**config.mk**
```make
export PLATFORM = sky130hd
export DESIGN_NAME = line_raster_to_panel_bytes_top
export DESIGN_NICKNAME = d
export VERILOG_FILES = /design/src/hw/rtl/lrpb_pkg.sv /design/src/hw/rtl/line_raster_to_panel_bytes_top.sv /design/src/hw/rtl/lrpb_front.sv /design/src/hw/rtl/lrpb_queue.sv /design/src/hw/rtl/lrpb_back.sv
export SDC_FILE = /design/constraint.sdc
export NUM_CORES = 1
export LEC_CHECK = 0
export BUFFER_PORTS_ARGS = -buffer_cell sky130_fd_sc_hd__buf_2
export CAP_MARGIN = 25
export CORE_MARGIN = 4
export CORE_UTILIZATION = 60
export CTS_BUF_LIST = sky130_fd_sc_hd__clkbuf_8 sky130_fd_sc_hd__clkbuf_16
export CTS_CLUSTER_DIAMETER = 50
export DETAILED_ROUTE_END_ITERATION = 8
export PLACE_DENSITY = 0.77
export SLEW_MARGIN = 25
export SYNTH_ARGS = -nofsm -noshare
export SYNTH_HDL_FRONTEND = slang
export SYNTH_HIERARCHICAL = 1
export SYNTH_SLANG_ARGS = --single-unit
```
**constraint.sdc**
```tcl
create_clock -name clk_i -period 12.3 [get_ports clk_i]
set_clock_uncertainty 0.1 [all_clocks]
set_input_delay 3.075 -clock clk_i [delete_from_list [all_inputs] [get_ports clk_i]]
set_output_delay 3.075 -clock clk_i [all_outputs]
set_load 0.02 [all_outputs]
```
**src/hw/rtl/lrpb_pkg.sv**
```systemverilog
// Shared types and constants for the line rasterizer panel byte stream.
package lrpb_pkg;

  // Coordinate and walk widths
  localparam int COORD_BITS = 9;
  localparam int ERR_BITS   = COORD_BITS + 1;
  localparam int LEFT_BITS  = COORD_BITS + 1;
  localparam int COLOR_BITS = 16;

  // Configuration port
  localparam int CFG_IDX_BITS  = 2;
  localparam int CFG_DATA_BITS = 8;
  localparam logic [CFG_IDX_BITS-1:0] CFG_COLUMN_OP = 2'd0;
  localparam logic [CFG_IDX_BITS-1:0] CFG_ROW_OP    = 2'd1;
  localparam logic [CFG_IDX_BITS-1:0] CFG_MEMWR_OP  = 2'd2;

  localparam logic [CFG_DATA_BITS-1:0] COLUMN_OP_RST = 8'd42;
  localparam logic [CFG_DATA_BITS-1:0] ROW_OP_RST    = 8'd43;
  localparam logic [CFG_DATA_BITS-1:0] MEMWR_OP_RST  = 8'd44;

  // Command codes
  localparam logic CMD_START = 1'b0;
  localparam logic CMD_STEP  = 1'b1;

  typedef enum logic [1:0] {
    DIR_NONE  = 2'd0,
    DIR_PLUS  = 2'd1,
    DIR_MINUS = 2'd3
  } dir_e;

  // Byte slots of one point's sequence
  typedef enum logic [3:0] {
    SLOT_COL_OP,
    SLOT_X_HI0,
    SLOT_X_LO0,
    SLOT_X_HI1,
    SLOT_X_LO1,
    SLOT_ROW_OP,
    SLOT_Y_HI0,
    SLOT_Y_LO0,
    SLOT_Y_HI1,
    SLOT_Y_LO1,
    SLOT_MEM_OP,
    SLOT_C_HI,
    SLOT_C_LO
  } slot_e;

  typedef struct packed {
    logic                  command;
    logic [COORD_BITS-1:0] start_x;
    logic [COORD_BITS-1:0] start_y;
    logic [COORD_BITS-1:0] end_x;
    logic [COORD_BITS-1:0] end_y;
    logic [COLOR_BITS-1:0] pixel_color;
  } in_t;

  typedef struct packed {
    logic [7:0] out_byte;
    logic       is_data;
    logic       frame_end;
    logic       point_end;
    logic       line_end;
  } out_t;

  // One point handed from the walker to the serializer
  typedef struct packed {
    logic [COORD_BITS-1:0] col;
    logic [COORD_BITS-1:0] row;
    logic [COLOR_BITS-1:0] color;
    logic                  last;
  } pt_t;

endpackage

```
**src/hw/rtl/line_raster_to_panel_bytes_top.sv**
```systemverilog
// Top level of the line rasterizer that emits panel write bytes.
//
//  Channel   Handshake          Payload                      Direction
//  command   push / full        in_item_i (in_t)             in
//  bytes     pop / empty        out_item_o (out_t)           out
//  config    cfg_we_i           cfg_idx_i, cfg_data_i        in
//
// The walker takes one command per cycle while the point queue has room.
// Each step that yields a point becomes 13 bytes at the output, one byte per
// cycle while pop is asserted, set by the single serializer and its output register.
// Reset clears the line, the queue and the output; opcodes return to 42/43/44.
// A stall on pop holds the output byte; the queue then fills and raises full.
module line_raster_to_panel_bytes_top import lrpb_pkg::*; #(
  parameter int QUEUE_DEPTH = 4
) (
  input  logic                     clk_i,
  input  logic                     rst_ni,
  input  logic                     push,
  output logic                     full,
  input  in_t                      in_item_i,
  output logic                     empty,
  input  logic                     pop,
  output out_t                     out_item_o,
  input  logic                     cfg_we_i,
  input  logic [CFG_IDX_BITS-1:0]  cfg_idx_i,
  input  logic [CFG_DATA_BITS-1:0] cfg_data_i
);

  logic acc;
  logic pt_push, q_pop, q_empty;
  pt_t  pt_in, pt_out;

  assign acc = push && !full;

  lrpb_front u_front (
    .clk_i     (clk_i),
    .rst_ni    (rst_ni),
    .acc_i     (acc),
    .item_i    (in_item_i),
    .pt_push_o (pt_push),
    .pt_o      (pt_in)
  );

  lrpb_queue #(
    .DEPTH (QUEUE_DEPTH)
  ) u_queue (
    .clk_i   (clk_i),
    .rst_ni  (rst_ni),
    .push_i  (pt_push),
    .data_i  (pt_in),
    .full_o  (full),
    .pop_i   (q_pop),
    .data_o  (pt_out),
    .empty_o (q_empty)
  );

  lrpb_back u_back (
    .clk_i      (clk_i),
    .rst_ni     (rst_ni),
    .cfg_we_i   (cfg_we_i),
    .cfg_idx_i  (cfg_idx_i),
    .cfg_data_i (cfg_data_i),
    .q_empty_i  (q_empty),
    .q_data_i   (pt_out),
    .q_pop_o    (q_pop),
    .empty_o    (empty),
    .pop_i      (pop),
    .out_o      (out_item_o)
  );

  // Point end only on the color low data byte, which closes the frame
  a_point_end: assert property (@(posedge clk_i) disable iff (!rst_ni)
    !empty && out_item_o.point_end |-> out_item_o.frame_end && out_item_o.is_data)
    else $error("point end on a byte that is not the color low byte");

  // Line end marks a point end
  a_line_end: assert property (@(posedge clk_i) disable iff (!rst_ni)
    !empty && out_item_o.line_end |-> out_item_o.point_end)
    else $error("line end without point end");

  // Every opcode byte closes its frame
  a_cmd_frame: assert property (@(posedge clk_i) disable iff (!rst_ni)
    !empty && !out_item_o.is_data |-> out_item_o.frame_end && !out_item_o.point_end)
    else $error("opcode byte without frame end");

endmodule

```
**src/hw/rtl/lrpb_front.sv**
```systemverilog
// Line walker: takes start and step commands and emits one point per step.
module lrpb_front import lrpb_pkg::*; (
  input  logic clk_i,
  input  logic rst_ni,
  input  logic acc_i,
  input  in_t  item_i,
  output logic pt_push_o,
  output pt_t  pt_o
);

  logic                  active_q, active_d;
  logic [COORD_BITS-1:0] col_q, col_d, row_q, row_d;
  dir_e                  col_dir_q, col_dir_d, row_dir_q, row_dir_d;
  logic [COORD_BITS-1:0] span_col_q, span_col_d, span_row_q, span_row_d;
  logic [COORD_BITS-1:0] major_q, major_d;
  logic [ERR_BITS-1:0]   col_err_q, col_err_d, row_err_q, row_err_d;
  logic [LEFT_BITS-1:0]  left_q, left_d;
  logic [COLOR_BITS-1:0] color_q, color_d;

  logic                  step;
  logic                  last;
  logic [ERR_BITS-1:0]   col_sum, row_sum;
  logic [COORD_BITS-1:0] sx_span, sy_span, s_major;
  dir_e                  sx_dir, sy_dir;

  // Set up both axes from their endpoints
  always_comb begin
    if (item_i.end_x > item_i.start_x) begin
      sx_dir  = DIR_PLUS;
      sx_span = item_i.end_x - item_i.start_x;
    end else if (item_i.end_x == item_i.start_x) begin
      sx_dir  = DIR_NONE;
      sx_span = '0;
    end else begin
      sx_dir  = DIR_MINUS;
      sx_span = item_i.start_x - item_i.end_x;
    end
    if (item_i.end_y > item_i.start_y) begin
      sy_dir  = DIR_PLUS;
      sy_span = item_i.end_y - item_i.start_y;
    end else if (item_i.end_y == item_i.start_y) begin
      sy_dir  = DIR_NONE;
      sy_span = '0;
    end else begin
      sy_dir  = DIR_MINUS;
      sy_span = item_i.start_y - item_i.end_y;
    end
    s_major = (sx_span > sy_span) ? sx_span : sy_span;
  end

  assign step    = acc_i && (item_i.command == CMD_STEP) && active_q;
  assign last    = (left_q <= LEFT_BITS'(1));
  assign col_sum = col_err_q + ERR_BITS'(span_col_q);
  assign row_sum = row_err_q + ERR_BITS'(span_row_q);

  // Hand the current point to the queue
  assign pt_push_o = step;
  assign pt_o      = '{col: col_q, row: row_q, color: color_q, last: last};

  // Load a new line or advance the walk
  always_comb begin
    active_d   = active_q;
    col_d      = col_q;
    row_d      = row_q;
    col_dir_d  = col_dir_q;
    row_dir_d  = row_dir_q;
    span_col_d = span_col_q;
    span_row_d = span_row_q;
    major_d    = major_q;
    col_err_d  = col_err_q;
    row_err_d  = row_err_q;
    left_d     = left_q;
    color_d    = color_q;
    if (acc_i && item_i.command == CMD_START) begin
      active_d   = 1'b1;
      col_d      = item_i.start_x;
      row_d      = item_i.start_y;
      col_dir_d  = sx_dir;
      row_dir_d  = sy_dir;
      span_col_d = sx_span;
      span_row_d = sy_span;
      major_d    = s_major;
      col_err_d  = '0;
      row_err_d  = '0;
      left_d     = LEFT_BITS'(s_major) + LEFT_BITS'(2);
      color_d    = item_i.pixel_color;
    end else if (step) begin
      col_err_d = col_sum;
      row_err_d = row_sum;
      if (col_sum > ERR_BITS'(major_q)) begin
        col_err_d = col_sum - ERR_BITS'(major_q);
        if (col_dir_q == DIR_PLUS) begin
          col_d = col_q + 1'b1;
        end else if (col_dir_q == DIR_MINUS) begin
          col_d = col_q - 1'b1;
        end
      end
      if (row_sum > ERR_BITS'(major_q)) begin
        row_err_d = row_sum - ERR_BITS'(major_q);
        if (row_dir_q == DIR_PLUS) begin
          row_d = row_q + 1'b1;
        end else if (row_dir_q == DIR_MINUS) begin
          row_d = row_q - 1'b1;
        end
      end
      if (last) begin
        active_d = 1'b0;
        left_d   = '0;
      end else begin
        left_d = left_q - 1'b1;
      end
    end
  end

  always_ff @(posedge clk_i or negedge rst_ni) begin
    if (!rst_ni) begin
      active_q   <= 1'b0;
      col_q      <= '0;
      row_q      <= '0;
      col_dir_q  <= DIR_NONE;
      row_dir_q  <= DIR_NONE;
      span_col_q <= '0;
      span_row_q <= '0;
      major_q    <= '0;
      col_err_q  <= '0;
      row_err_q  <= '0;
      left_q     <= '0;
      color_q    <= '0;
    end else begin
      active_q   <= active_d;
      col_q      <= col_d;
      row_q      <= row_d;
      col_dir_q  <= col_dir_d;
      row_dir_q  <= row_dir_d;
      span_col_q <= span_col_d;
      span_row_q <= span_row_d;
      major_q    <= major_d;
      col_err_q  <= col_err_d;
      row_err_q  <= row_err_d;
      left_q     <= left_d;
      color_q    <= color_d;
    end
  end

endmodule

```
**src/hw/rtl/lrpb_queue.sv**
```systemverilog
// Small point queue between the walker and the byte serializer.
module lrpb_queue import lrpb_pkg::*; #(
  parameter int DEPTH = 4
) (
  input  logic clk_i,
  input  logic rst_ni,
  input  logic push_i,
  input  pt_t  data_i,
  output logic full_o,
  input  logic pop_i,
  output pt_t  data_o,
  output logic empty_o
);

  localparam int AW = (DEPTH > 1) ? $clog2(DEPTH) : 1;
  localparam int CW = $clog2(DEPTH + 1);

  pt_t           mem_q [DEPTH];
  logic [AW-1:0] wr_ptr_q, wr_ptr_d, rd_ptr_q, rd_ptr_d;
  logic [CW-1:0] cnt_q, cnt_d;
  logic          do_push, do_pop;

  assign full_o  = (cnt_q == CW'(DEPTH));
  assign empty_o = (cnt_q == '0);
  assign do_push = push_i && !full_o;
  assign do_pop  = pop_i && !empty_o;
  assign data_o  = mem_q[rd_ptr_q];

  // Advance pointers and fill count
  always_comb begin
    wr_ptr_d = wr_ptr_q;
    rd_ptr_d = rd_ptr_q;
    cnt_d    = cnt_q;
    if (do_push) begin
      wr_ptr_d = (wr_ptr_q == AW'(DEPTH - 1)) ? '0 : wr_ptr_q + 1'b1;
    end
    if (do_pop) begin
      rd_ptr_d = (rd_ptr_q == AW'(DEPTH - 1)) ? '0 : rd_ptr_q + 1'b1;
    end
    if (do_push && !do_pop) begin
      cnt_d = cnt_q + 1'b1;
    end else if (do_pop && !do_push) begin
      cnt_d = cnt_q - 1'b1;
    end
  end

  always_ff @(posedge clk_i or negedge rst_ni) begin
    if (!rst_ni) begin
      wr_ptr_q <= '0;
      rd_ptr_q <= '0;
      cnt_q    <= '0;
    end else begin
      wr_ptr_q <= wr_ptr_d;
      rd_ptr_q <= rd_ptr_d;
      cnt_q    <= cnt_d;
    end
  end

  // Store entries
  always_ff @(posedge clk_i) begin
    if (do_push) begin
      mem_q[wr_ptr_q] <= data_i;
    end
  end

endmodule

```
**src/hw/rtl/lrpb_back.sv**
```systemverilog
// Byte serializer: turns each queued point into thirteen panel bytes.
module lrpb_back import lrpb_pkg::*; (
  input  logic                     clk_i,
  input  logic                     rst_ni,
  input  logic                     cfg_we_i,
  input  logic [CFG_IDX_BITS-1:0]  cfg_idx_i,
  input  logic [CFG_DATA_BITS-1:0] cfg_data_i,
  input  logic                     q_empty_i,
  input  pt_t                      q_data_i,
  output logic                     q_pop_o,
  output logic                     empty_o,
  input  logic                     pop_i,
  output out_t                     out_o
);

  logic [CFG_DATA_BITS-1:0] col_op_q, row_op_q, mem_op_q;
  pt_t   cur_q, cur_d;
  logic  cur_vld_q, cur_vld_d;
  slot_e slot_q, slot_d;
  out_t  out_q, out_d;
  logic  out_vld_q, out_vld_d;
  logic  emit, last_slot, take;
  logic [15:0] col_ext, row_ext;

  // Hold the opcode registers
  always_ff @(posedge clk_i or negedge rst_ni) begin
    if (!rst_ni) begin
      col_op_q <= COLUMN_OP_RST;
      row_op_q <= ROW_OP_RST;
      mem_op_q <= MEMWR_OP_RST;
    end else if (cfg_we_i) begin
      unique case (cfg_idx_i)
        CFG_COLUMN_OP: col_op_q <= cfg_data_i;
        CFG_ROW_OP:    row_op_q <= cfg_data_i;
        CFG_MEMWR_OP:  mem_op_q <= cfg_data_i;
        default: ;
      endcase
    end
  end

  assign emit      = cur_vld_q && (!out_vld_q || pop_i);
  assign last_slot = (slot_q == SLOT_C_LO);
  assign take      = !q_empty_i && (!cur_vld_q || (emit && last_slot));
  assign q_pop_o   = take;

  // Next slot and point register
  always_comb begin
    slot_d    = slot_q;
    cur_d     = cur_q;
    cur_vld_d = cur_vld_q;
    if (emit) begin
      if (last_slot) begin
        slot_d    = SLOT_COL_OP;
        cur_vld_d = 1'b0;
      end else begin
        slot_d = slot_e'(4'(slot_q) + 4'd1);
      end
    end
    if (take) begin
      cur_d     = q_data_i;
      cur_vld_d = 1'b1;
      slot_d    = SLOT_COL_OP;
    end
  end

  assign col_ext = 16'(cur_q.col);
  assign row_ext = 16'(cur_q.row);

  // Decode the byte of the current slot
  always_comb begin
    out_d = '{out_byte: 8'h00, is_data: 1'b1, frame_end: 1'b0,
              point_end: 1'b0, line_end: 1'b0};
    unique case (slot_q)
      SLOT_COL_OP: begin
        out_d.out_byte  = col_op_q;
        out_d.is_data   = 1'b0;
        out_d.frame_end = 1'b1;
      end
      SLOT_X_HI0, SLOT_X_HI1: out_d.out_byte = col_ext[15:8];
      SLOT_X_LO0: out_d.out_byte = col_ext[7:0];
      SLOT_X_LO1: begin
        out_d.out_byte  = col_ext[7:0];
        out_d.frame_end = 1'b1;
      end
      SLOT_ROW_OP: begin
        out_d.out_byte  = row_op_q;
        out_d.is_data   = 1'b0;
        out_d.frame_end = 1'b1;
      end
      SLOT_Y_HI0, SLOT_Y_HI1: out_d.out_byte = row_ext[15:8];
      SLOT_Y_LO0: out_d.out_byte = row_ext[7:0];
      SLOT_Y_LO1: begin
        out_d.out_byte  = row_ext[7:0];
        out_d.frame_end = 1'b1;
      end
      SLOT_MEM_OP: begin
        out_d.out_byte  = mem_op_q;
        out_d.is_data   = 1'b0;
        out_d.frame_end = 1'b1;
      end
      SLOT_C_HI: out_d.out_byte = cur_q.color[15:8];
      SLOT_C_LO: begin
        out_d.out_byte  = cur_q.color[7:0];
        out_d.frame_end = 1'b1;
        out_d.point_end = 1'b1;
        out_d.line_end  = cur_q.last;
      end
      default: ;
    endcase
  end

  // Output register valid
  always_comb begin
    out_vld_d = out_vld_q;
    if (emit) begin
      out_vld_d = 1'b1;
    end else if (pop_i) begin
      out_vld_d = 1'b0;
    end
  end

  always_ff @(posedge clk_i or negedge rst_ni) begin
    if (!rst_ni) begin
      cur_vld_q <= 1'b0;
      slot_q    <= SLOT_COL_OP;
      out_vld_q <= 1'b0;
    end else begin
      cur_vld_q <= cur_vld_d;
      slot_q    <= slot_d;
      out_vld_q <= out_vld_d;
    end
  end

  // Payload registers
  always_ff @(posedge clk_i) begin
    cur_q <= cur_d;
    if (emit) begin
      out_q <= out_d;
    end
  end

  assign empty_o = !out_vld_q;
  assign out_o   = out_q;

endmodule
```
## Yosys cells after proc, flatten, opt, wreduce, memory -nomap -nowiden

Memory sizes are Yosys's and may differ from the RTL's. A register that Yosys moved wholly into a read port is not among the register bits.
Index checks and enable logic that the tools add are counted.

- $add $sub $neg: 19
- Order comparisons: 6
- Equality and inequality tests: 23
- Muxes and demuxes: 49
- Bitwise logic cells: 1
- Reductions and logical operators: 45

Operator list:

| cell | count |
|---|---|
| $mux W9 | 15 |
| $mux W10 | 9 |
| $pmux W8 S9 | 1 |
| $sub A9 B9 Y9 | 4 |
| $gt A9 B9 Y1 | 3 |
| $add A10 B9 Y10 | 2 |
| $eq A4 B4 Y1 const B | 5 |
| $gt A10 B9 Y1 | 2 |
| $sub A10 B9 Y10 | 2 |
| $add A9 B1 Y9 const B | 2 |
| $eq A9 B9 Y1 | 2 |
| $sub A9 B1 Y9 const B | 2 |
| $eq A4 B3 Y1 const B | 4 |
| $reduce_bool A2 Y1 | 8 |
| $mux W2 | 7 |
| $mux W1 | 12 |
| $mux W4 | 3 |
| $logic_and A1 B1 Y1 | 11 |
| $add A9 B2 Y10 const B | 1 |
| $eq A2 B2 Y1 const B | 5 |
| $le A10 B1 Y1 const B | 1 |
| $reduce_and A2 Y1 | 5 |
| $sub A10 B1 Y10 const B | 1 |
| $eq A4 B2 Y1 const B | 2 |
| 19 further kinds | 34 |

- Register bits after elaboration: 145
- Memory bits (writable): 140
- Logic and storage cells: 170
- Memories kept: 1

Memories:

| name | words | width | rd ports | clocked after memory_dff | wr ports | RTL line | source |
|---|---|---|---|---|---|---|---|
| u_queue.mem_q | 4 | 35 | 1 | 1 | 1 | lrpb_queue.sv:18 | `pt_t mem_q [DEPTH];` |

## Longest topological paths before layout

- Word-level depth: 10
- Depth in mapped cells: 22
- Gate-level depth less buffers: 22

## Cells and area by module

Netlist, hierarchy kept.

Modules (own cells, without submodules):

| module | instances | cells each | area each (um2) | seq. area each (um2) |
|---|---|---|---|---|
| lrpb_front | 1 | 1037 | 8439.3 | 2402.3 |
| lrpb_queue | 1 | 220 | 5492.8 | 4379.2 |
| lrpb_back | 1 | 232 | 3360.7 | 2174.6 |
| line_raster_to_panel_bytes_top | 1 | 1 | 13.8 | 0.0 |

## Least setup slack after synthesis

OpenSTA, ideal clock, no wires.

- Path kind: input port to flip-flop
- Start: in in_item_i[19] (netlist bit)
- End: reg u_front.left_q[2]
- Setup time: 126 ps
- Arrival: 7042 ps
- Required time: 12074 ps
- Path slack: 5032 ps
- Cell stages on the path: 20
- Buffers on the path: 1
- Path through: inv_1 -> ha_1 -> buf_2 -> a21o_1 -> a21oi_1 -> o211ai_1 -> nand2_1 -> a211oi_1 -> a21oi_1 -> mux2i_1 -> inv_1 -> ha_1 -> a21o_1 -> a21o_1 -> a21oi_1 -> o41ai_4 -> o211ai_4 -> mux2_2 -> ha_1 -> a221o_1

- Cells in the longest elaborated chain, start to end: 7
- Elaborated cells on any way between the ends: 10

RTL lines:

| element | RTL line | source |
|---|---|---|
| start, declared | line_raster_to_panel_bytes_top.sv:20 | `input in_t in_item_i,` |
| $sub A9 B9 Y9 / $eq A9 B9 Y1 (equally long branches) | lrpb_front.sv:46, lrpb_front.sv:41 |  |
| $mux W9 | lrpb_front.sv:41 | `end else if (item_i.end_y == item_i.start_y) begin` |
| $mux W9 (*) | lrpb_front.sv:38 | `if (item_i.end_y > item_i.start_y) begin` |
| $gt A9 B9 Y1 | lrpb_front.sv:48 | `s_major = (sx_span > sy_span) ? sx_span : sy_span;` |
| $mux W9 (*) | lrpb_front.sv:48 |  |
| $add A9 B2 Y10 (*) | lrpb_front.sv:85 | `left_d = LEFT_BITS'(s_major) + LEFT_BITS'(2);` |
| $mux W10 (*) | lrpb_front.sv:74 | `if (acc_i && item_i.command == CMD_START) begin` |
| end signal, assigned | lrpb_front.sv:140 | `left_q <= left_d;` |
| end, declared | lrpb_front.sv:17 | `logic [LEFT_BITS-1:0] left_q, left_d;` |

Every way passes the cells marked *; elsewhere a longest branch is shown, timed or not.
A chain may end at the register's enable or synchronous reset.

## Final worst setup path

- Start: in in_item_i[23] (netlist bit)
- End: reg u_front.left_q[2]

The elaborated chain is that of the path after synthesis.

==> results.sh <==
export IMPL_ys_flop_type="edfxtp_1"
export IMPL_placed_area_sq_um=18000
export IMPL_cts_root_buf="clkbuf_16"
export IMPL_worstPathArrival_ps=8100
export IMPL_synth_mux_area_fraction_pct=7.79
export IMPL_grtUsageTotal_pct=25.5
export IMPL_yosys_area_top_type="edfxtp_1"
export IMPL_finalWorstSetupSlack_ps=4510
export IMPL_peakVddDrop_v=0.000295
export IMPL_critPathMaxFanout=15
export IMPL_crit_end="u_front/left_q[2]$_DFFE_PN0P_"
export IMPL_synth_async_reset_ratio_pct=41.6
export IMPL_hold_violations=0
export IMPL_path_class="in -> reg"
export IMPL_routed_wl_um=40400
export IMPL_cp_required_ps=12600
export IMPL_placementRows=61
export IMPL_numCtsBuffers=39
export IMPL_post_place_ws_ps=4170
export IMPL_min_path_cells=2
export IMPL_io_buffers=81
export IMPL_nNetsFinal=1749
export IMPL_timing_slew_headroom_pct=31.1
export IMPL_mostFrequentLayoutCell="nand2_1"
export IMPL_grt_start_max_net_pins=93
export IMPL_cts_sinks=320
export IMPL_synth_edf_count=187
export IMPL_netlist_top_cells_area="edfxtp_1 32%, dfrtp_1 18%, ha_1 7.6%"
export IMPL_syn_num_nets=1674
export IMPL_clock_fmax_mhz=128
export IMPL_cp_end_kind="register"
export IMPL_fin_setup_tns_ps=0
export IMPL_hold_path_class="reg -> reg"
export IMPL_r2r_setup_slack_ps=7640
export IMPL_core_area_sq_um=28100
export IMPL_htreeDepth=2
export IMPL_reg2reg_to="u_front/row_q[1]$_DFFE_PN0P_"
export IMPL_dp_hpwl_um=27900
export IMPL_ant_nets=0
export IMPL_antenna_found_initial=0
export IMPL_synth_distinct_cells=86
export IMPL_pin_count=82
export IMPL_post_cts_setup_buffers=0
export IMPL_crit_start="in_item_i[23]"
export IMPL_syn_area_sq_um=17300
export IMPL_r2r_cells=17
export IMPL_synth_top_family_by_area="compound AO/OA/AOI/OAI gates"
export IMPL_synth_adder_area_share_pct=8.86
export IMPL_routed_via_density=6.10
export IMPL_drive_above_1_share_pct=16.6
export IMPL_maxCapViolations=0
export IMPL_wl_per_cell_um=20.5
export IMPL_drt_pass1_iterations=5
export IMPL_r2r_start="u_front/row_err_q[0]$_DFFE_PN0P_"
export IMPL_hold_buffers=0
export IMPL_synth_largest_type_area_fraction_pct=32.4
export IMPL_dieArea_sq_um=31600
export IMPL_fill_cells=2083
export IMPL_outcome="completed"
export IMPL_synthXorXnorAreaFrac_pct=2.43
export IMPL_worstSkewPairLatency_ps=540
export IMPL_most_common_layout_cells="190 x nand2_1, 187 x edfxtp_1, 122 x dfrtp_1, 110 x inv_1, 105 x ha_1"
export IMPL_power_density_nw_per_um2=259
export IMPL_fin_util_pct=68.6
export IMPL_clk_path_buf_depth=3
export IMPL_finalInstanceArea_sq_um=19300
export IMPL_synthCells=1490
export IMPL_rsz0062_at_grt="no"
export IMPL_dr_first_iter_drc_count=1210
export IMPL_drc_errors=0
export IMPL_synth_warnings=6
export IMPL_initial_core_util_pct=61.6
export IMPL_synth_compound_area_share_pct=13.9
export IMPL_die_width_um=178
export IMPL_start_kind="input pin"
export IMPL_vias=12021
export IMPL_cts_resized=0
export IMPL_drv_slew=0
export IMPL_die_h_um=178
export IMPL_cts_reportedPaths_clkPinSlew_ps=50
export IMPL_yosys_area_share_simple_pct=11.2
export IMPL_avgSynthCellArea_sq_um=11.6
export IMPL_tightest_slew_ps=1030
export IMPL_grt_pass1_wl_um=63500
export IMPL_diodes=0
export IMPL_finalCritPeriodShare_pct=63.4
export IMPL_setup_viol_count_final=0
export IMPL_ys_seq_elements=320
export IMPL_overflow=0
export IMPL_syn_to_final_growth_pct=11.3
export IMPL_cts_tree="yes"
export IMPL_p_leak_nw=8.06
export IMPL_period_needed_ps=7790
export IMPL_yosysSeqAreaShare_pct=51.7
export IMPL_place_congestion=0.927
export IMPL_grt_pass1_vias=11702
## through the flow
stage	total power, W	cells	hold WS (ps)
after floorplan	0.00337	1490	340
after global placement	0.00380	1902	354
after detailed placement	0.00388	1902	359
after CTS	0.00499	1972	371
after global routing	0.00532	1972	394
final	0.00498	1972	370
## state kept, by name, summed over array words and instances (netlist names), 2 cells and up
signal and flops:
u_back/slot_q 4, u_back/col_op_q 8, u_front/color_q 16, u_front/col_dir_q 2, u_front/col_err_q 10, u_back/mem_op_q 8
u_front/row_q 9, u_queue/rd_ptr_q 2, u_front/row_err_q 10, u_front/row_dir_q 2, u_back/col_ext 9, u_back/cur_q 26
u_front/span_col_q 9, u_queue/mem_q 140, u_front/span_row_q 9, u_queue/cnt_q 3, u_back/row_op_q 8, u_front/major_q 9
u_queue/wr_ptr_q 2, u_back/out_o 12, u_front/left_q 10, u_front/col_q 9
## cells by family (layout without fill, tap and decap cells)
family / Yosys count / count (layout)
simple gates: 402 / 402
compound gates: 356 / 356
flops: 320 / 320
buf+inv: 163 / 267
fa+ha+maj: 116 / 116
mux: 85 / 85
xor+xnor: 48 / 48
## worst min path at each step
| stage | endpoint | startpoint | slack (ps) |
|---|---|---|---|
| final | u_front/row_dir_q[1]$_DFFE_PN0P_ | u_front/row_dir_q[1]$_DFFE_PN0P_ | 370 |
| after global routing | u_front/row_dir_q[1]$_DFFE_PN0P_ | u_front/row_dir_q[1]$_DFFE_PN0P_ | 390 |
| after CTS | u_front/row_dir_q[1]$_DFFE_PN0P_ | u_front/row_dir_q[1]$_DFFE_PN0P_ | 370 |
| after detailed placement | u_front/row_dir_q[1]$_DFFE_PN0P_ | u_front/row_dir_q[1]$_DFFE_PN0P_ | 360 |
| after global placement | u_front/row_dir_q[1]$_DFFE_PN0P_ | u_front/row_dir_q[1]$_DFFE_PN0P_ | 350 |
| after floorplan | u_front/col_dir_q[1]$_DFFE_PN0P_ | u_front/col_dir_q[1]$_DFFE_PN0P_ | 340 |
## Yosys cell counts, types with 26 or more instances
cell type	instances
xnor2_1	37
mux4_2	35
inv_1	101
o21ai_0	92
ha_1	105
nand2_1	190
edfxtp_1	187
a21o_1	33
nor2_1	51
nand3_1	28
nor2b_1	26
dfrtp_1	123
clkbuf_1	34
a21oi_1	81
mux2_2	32
## critical path: stages
cell and delay, ps:
buf_2 100, inv_1 40, ha_1 370, a211oi_1 300, and2_1 190, o211ai_1 140
nand2_1 270, a211oi_1 80, a21oi_1 190, mux2i_1 420, inv_1 150, ha_1 350
a21o_1 170, a21o_1 170, a21oi_1 330, o41ai_4 220, o211ai_4 480, mux2_2 410
ha_1 290, a221o_1 320
## final cells by class
cell class              instances  area, sq um  share of cell area [%]
clock inverters                27          206                    1.07
clock buffers                  43         1030                    5.35
flip-flops and latches        320         8960                    46.5
well taps                     378          473                    2.46
inverters                     101          379                    1.97
repair buffers                 96          524                    2.72
multi-input cells            1007         7690                    39.9
## where the power goes
part | switching [W] | internal [W]
combinational | 0.00124 | 0.000960
sequential | 0.000239 | 0.00147
clock | 0.000458 | 0.000615
## per-layer routing
layer,global-route usage (%),vias up,part of all wire (%)
li1,-,5628,-
met1,34.7,5975,43
met2,43.8,359,50
met3,4.01,59,5.4
met4,5.48,0,2.0
met5,0,-,0
(Power assumes the default switching activity.)
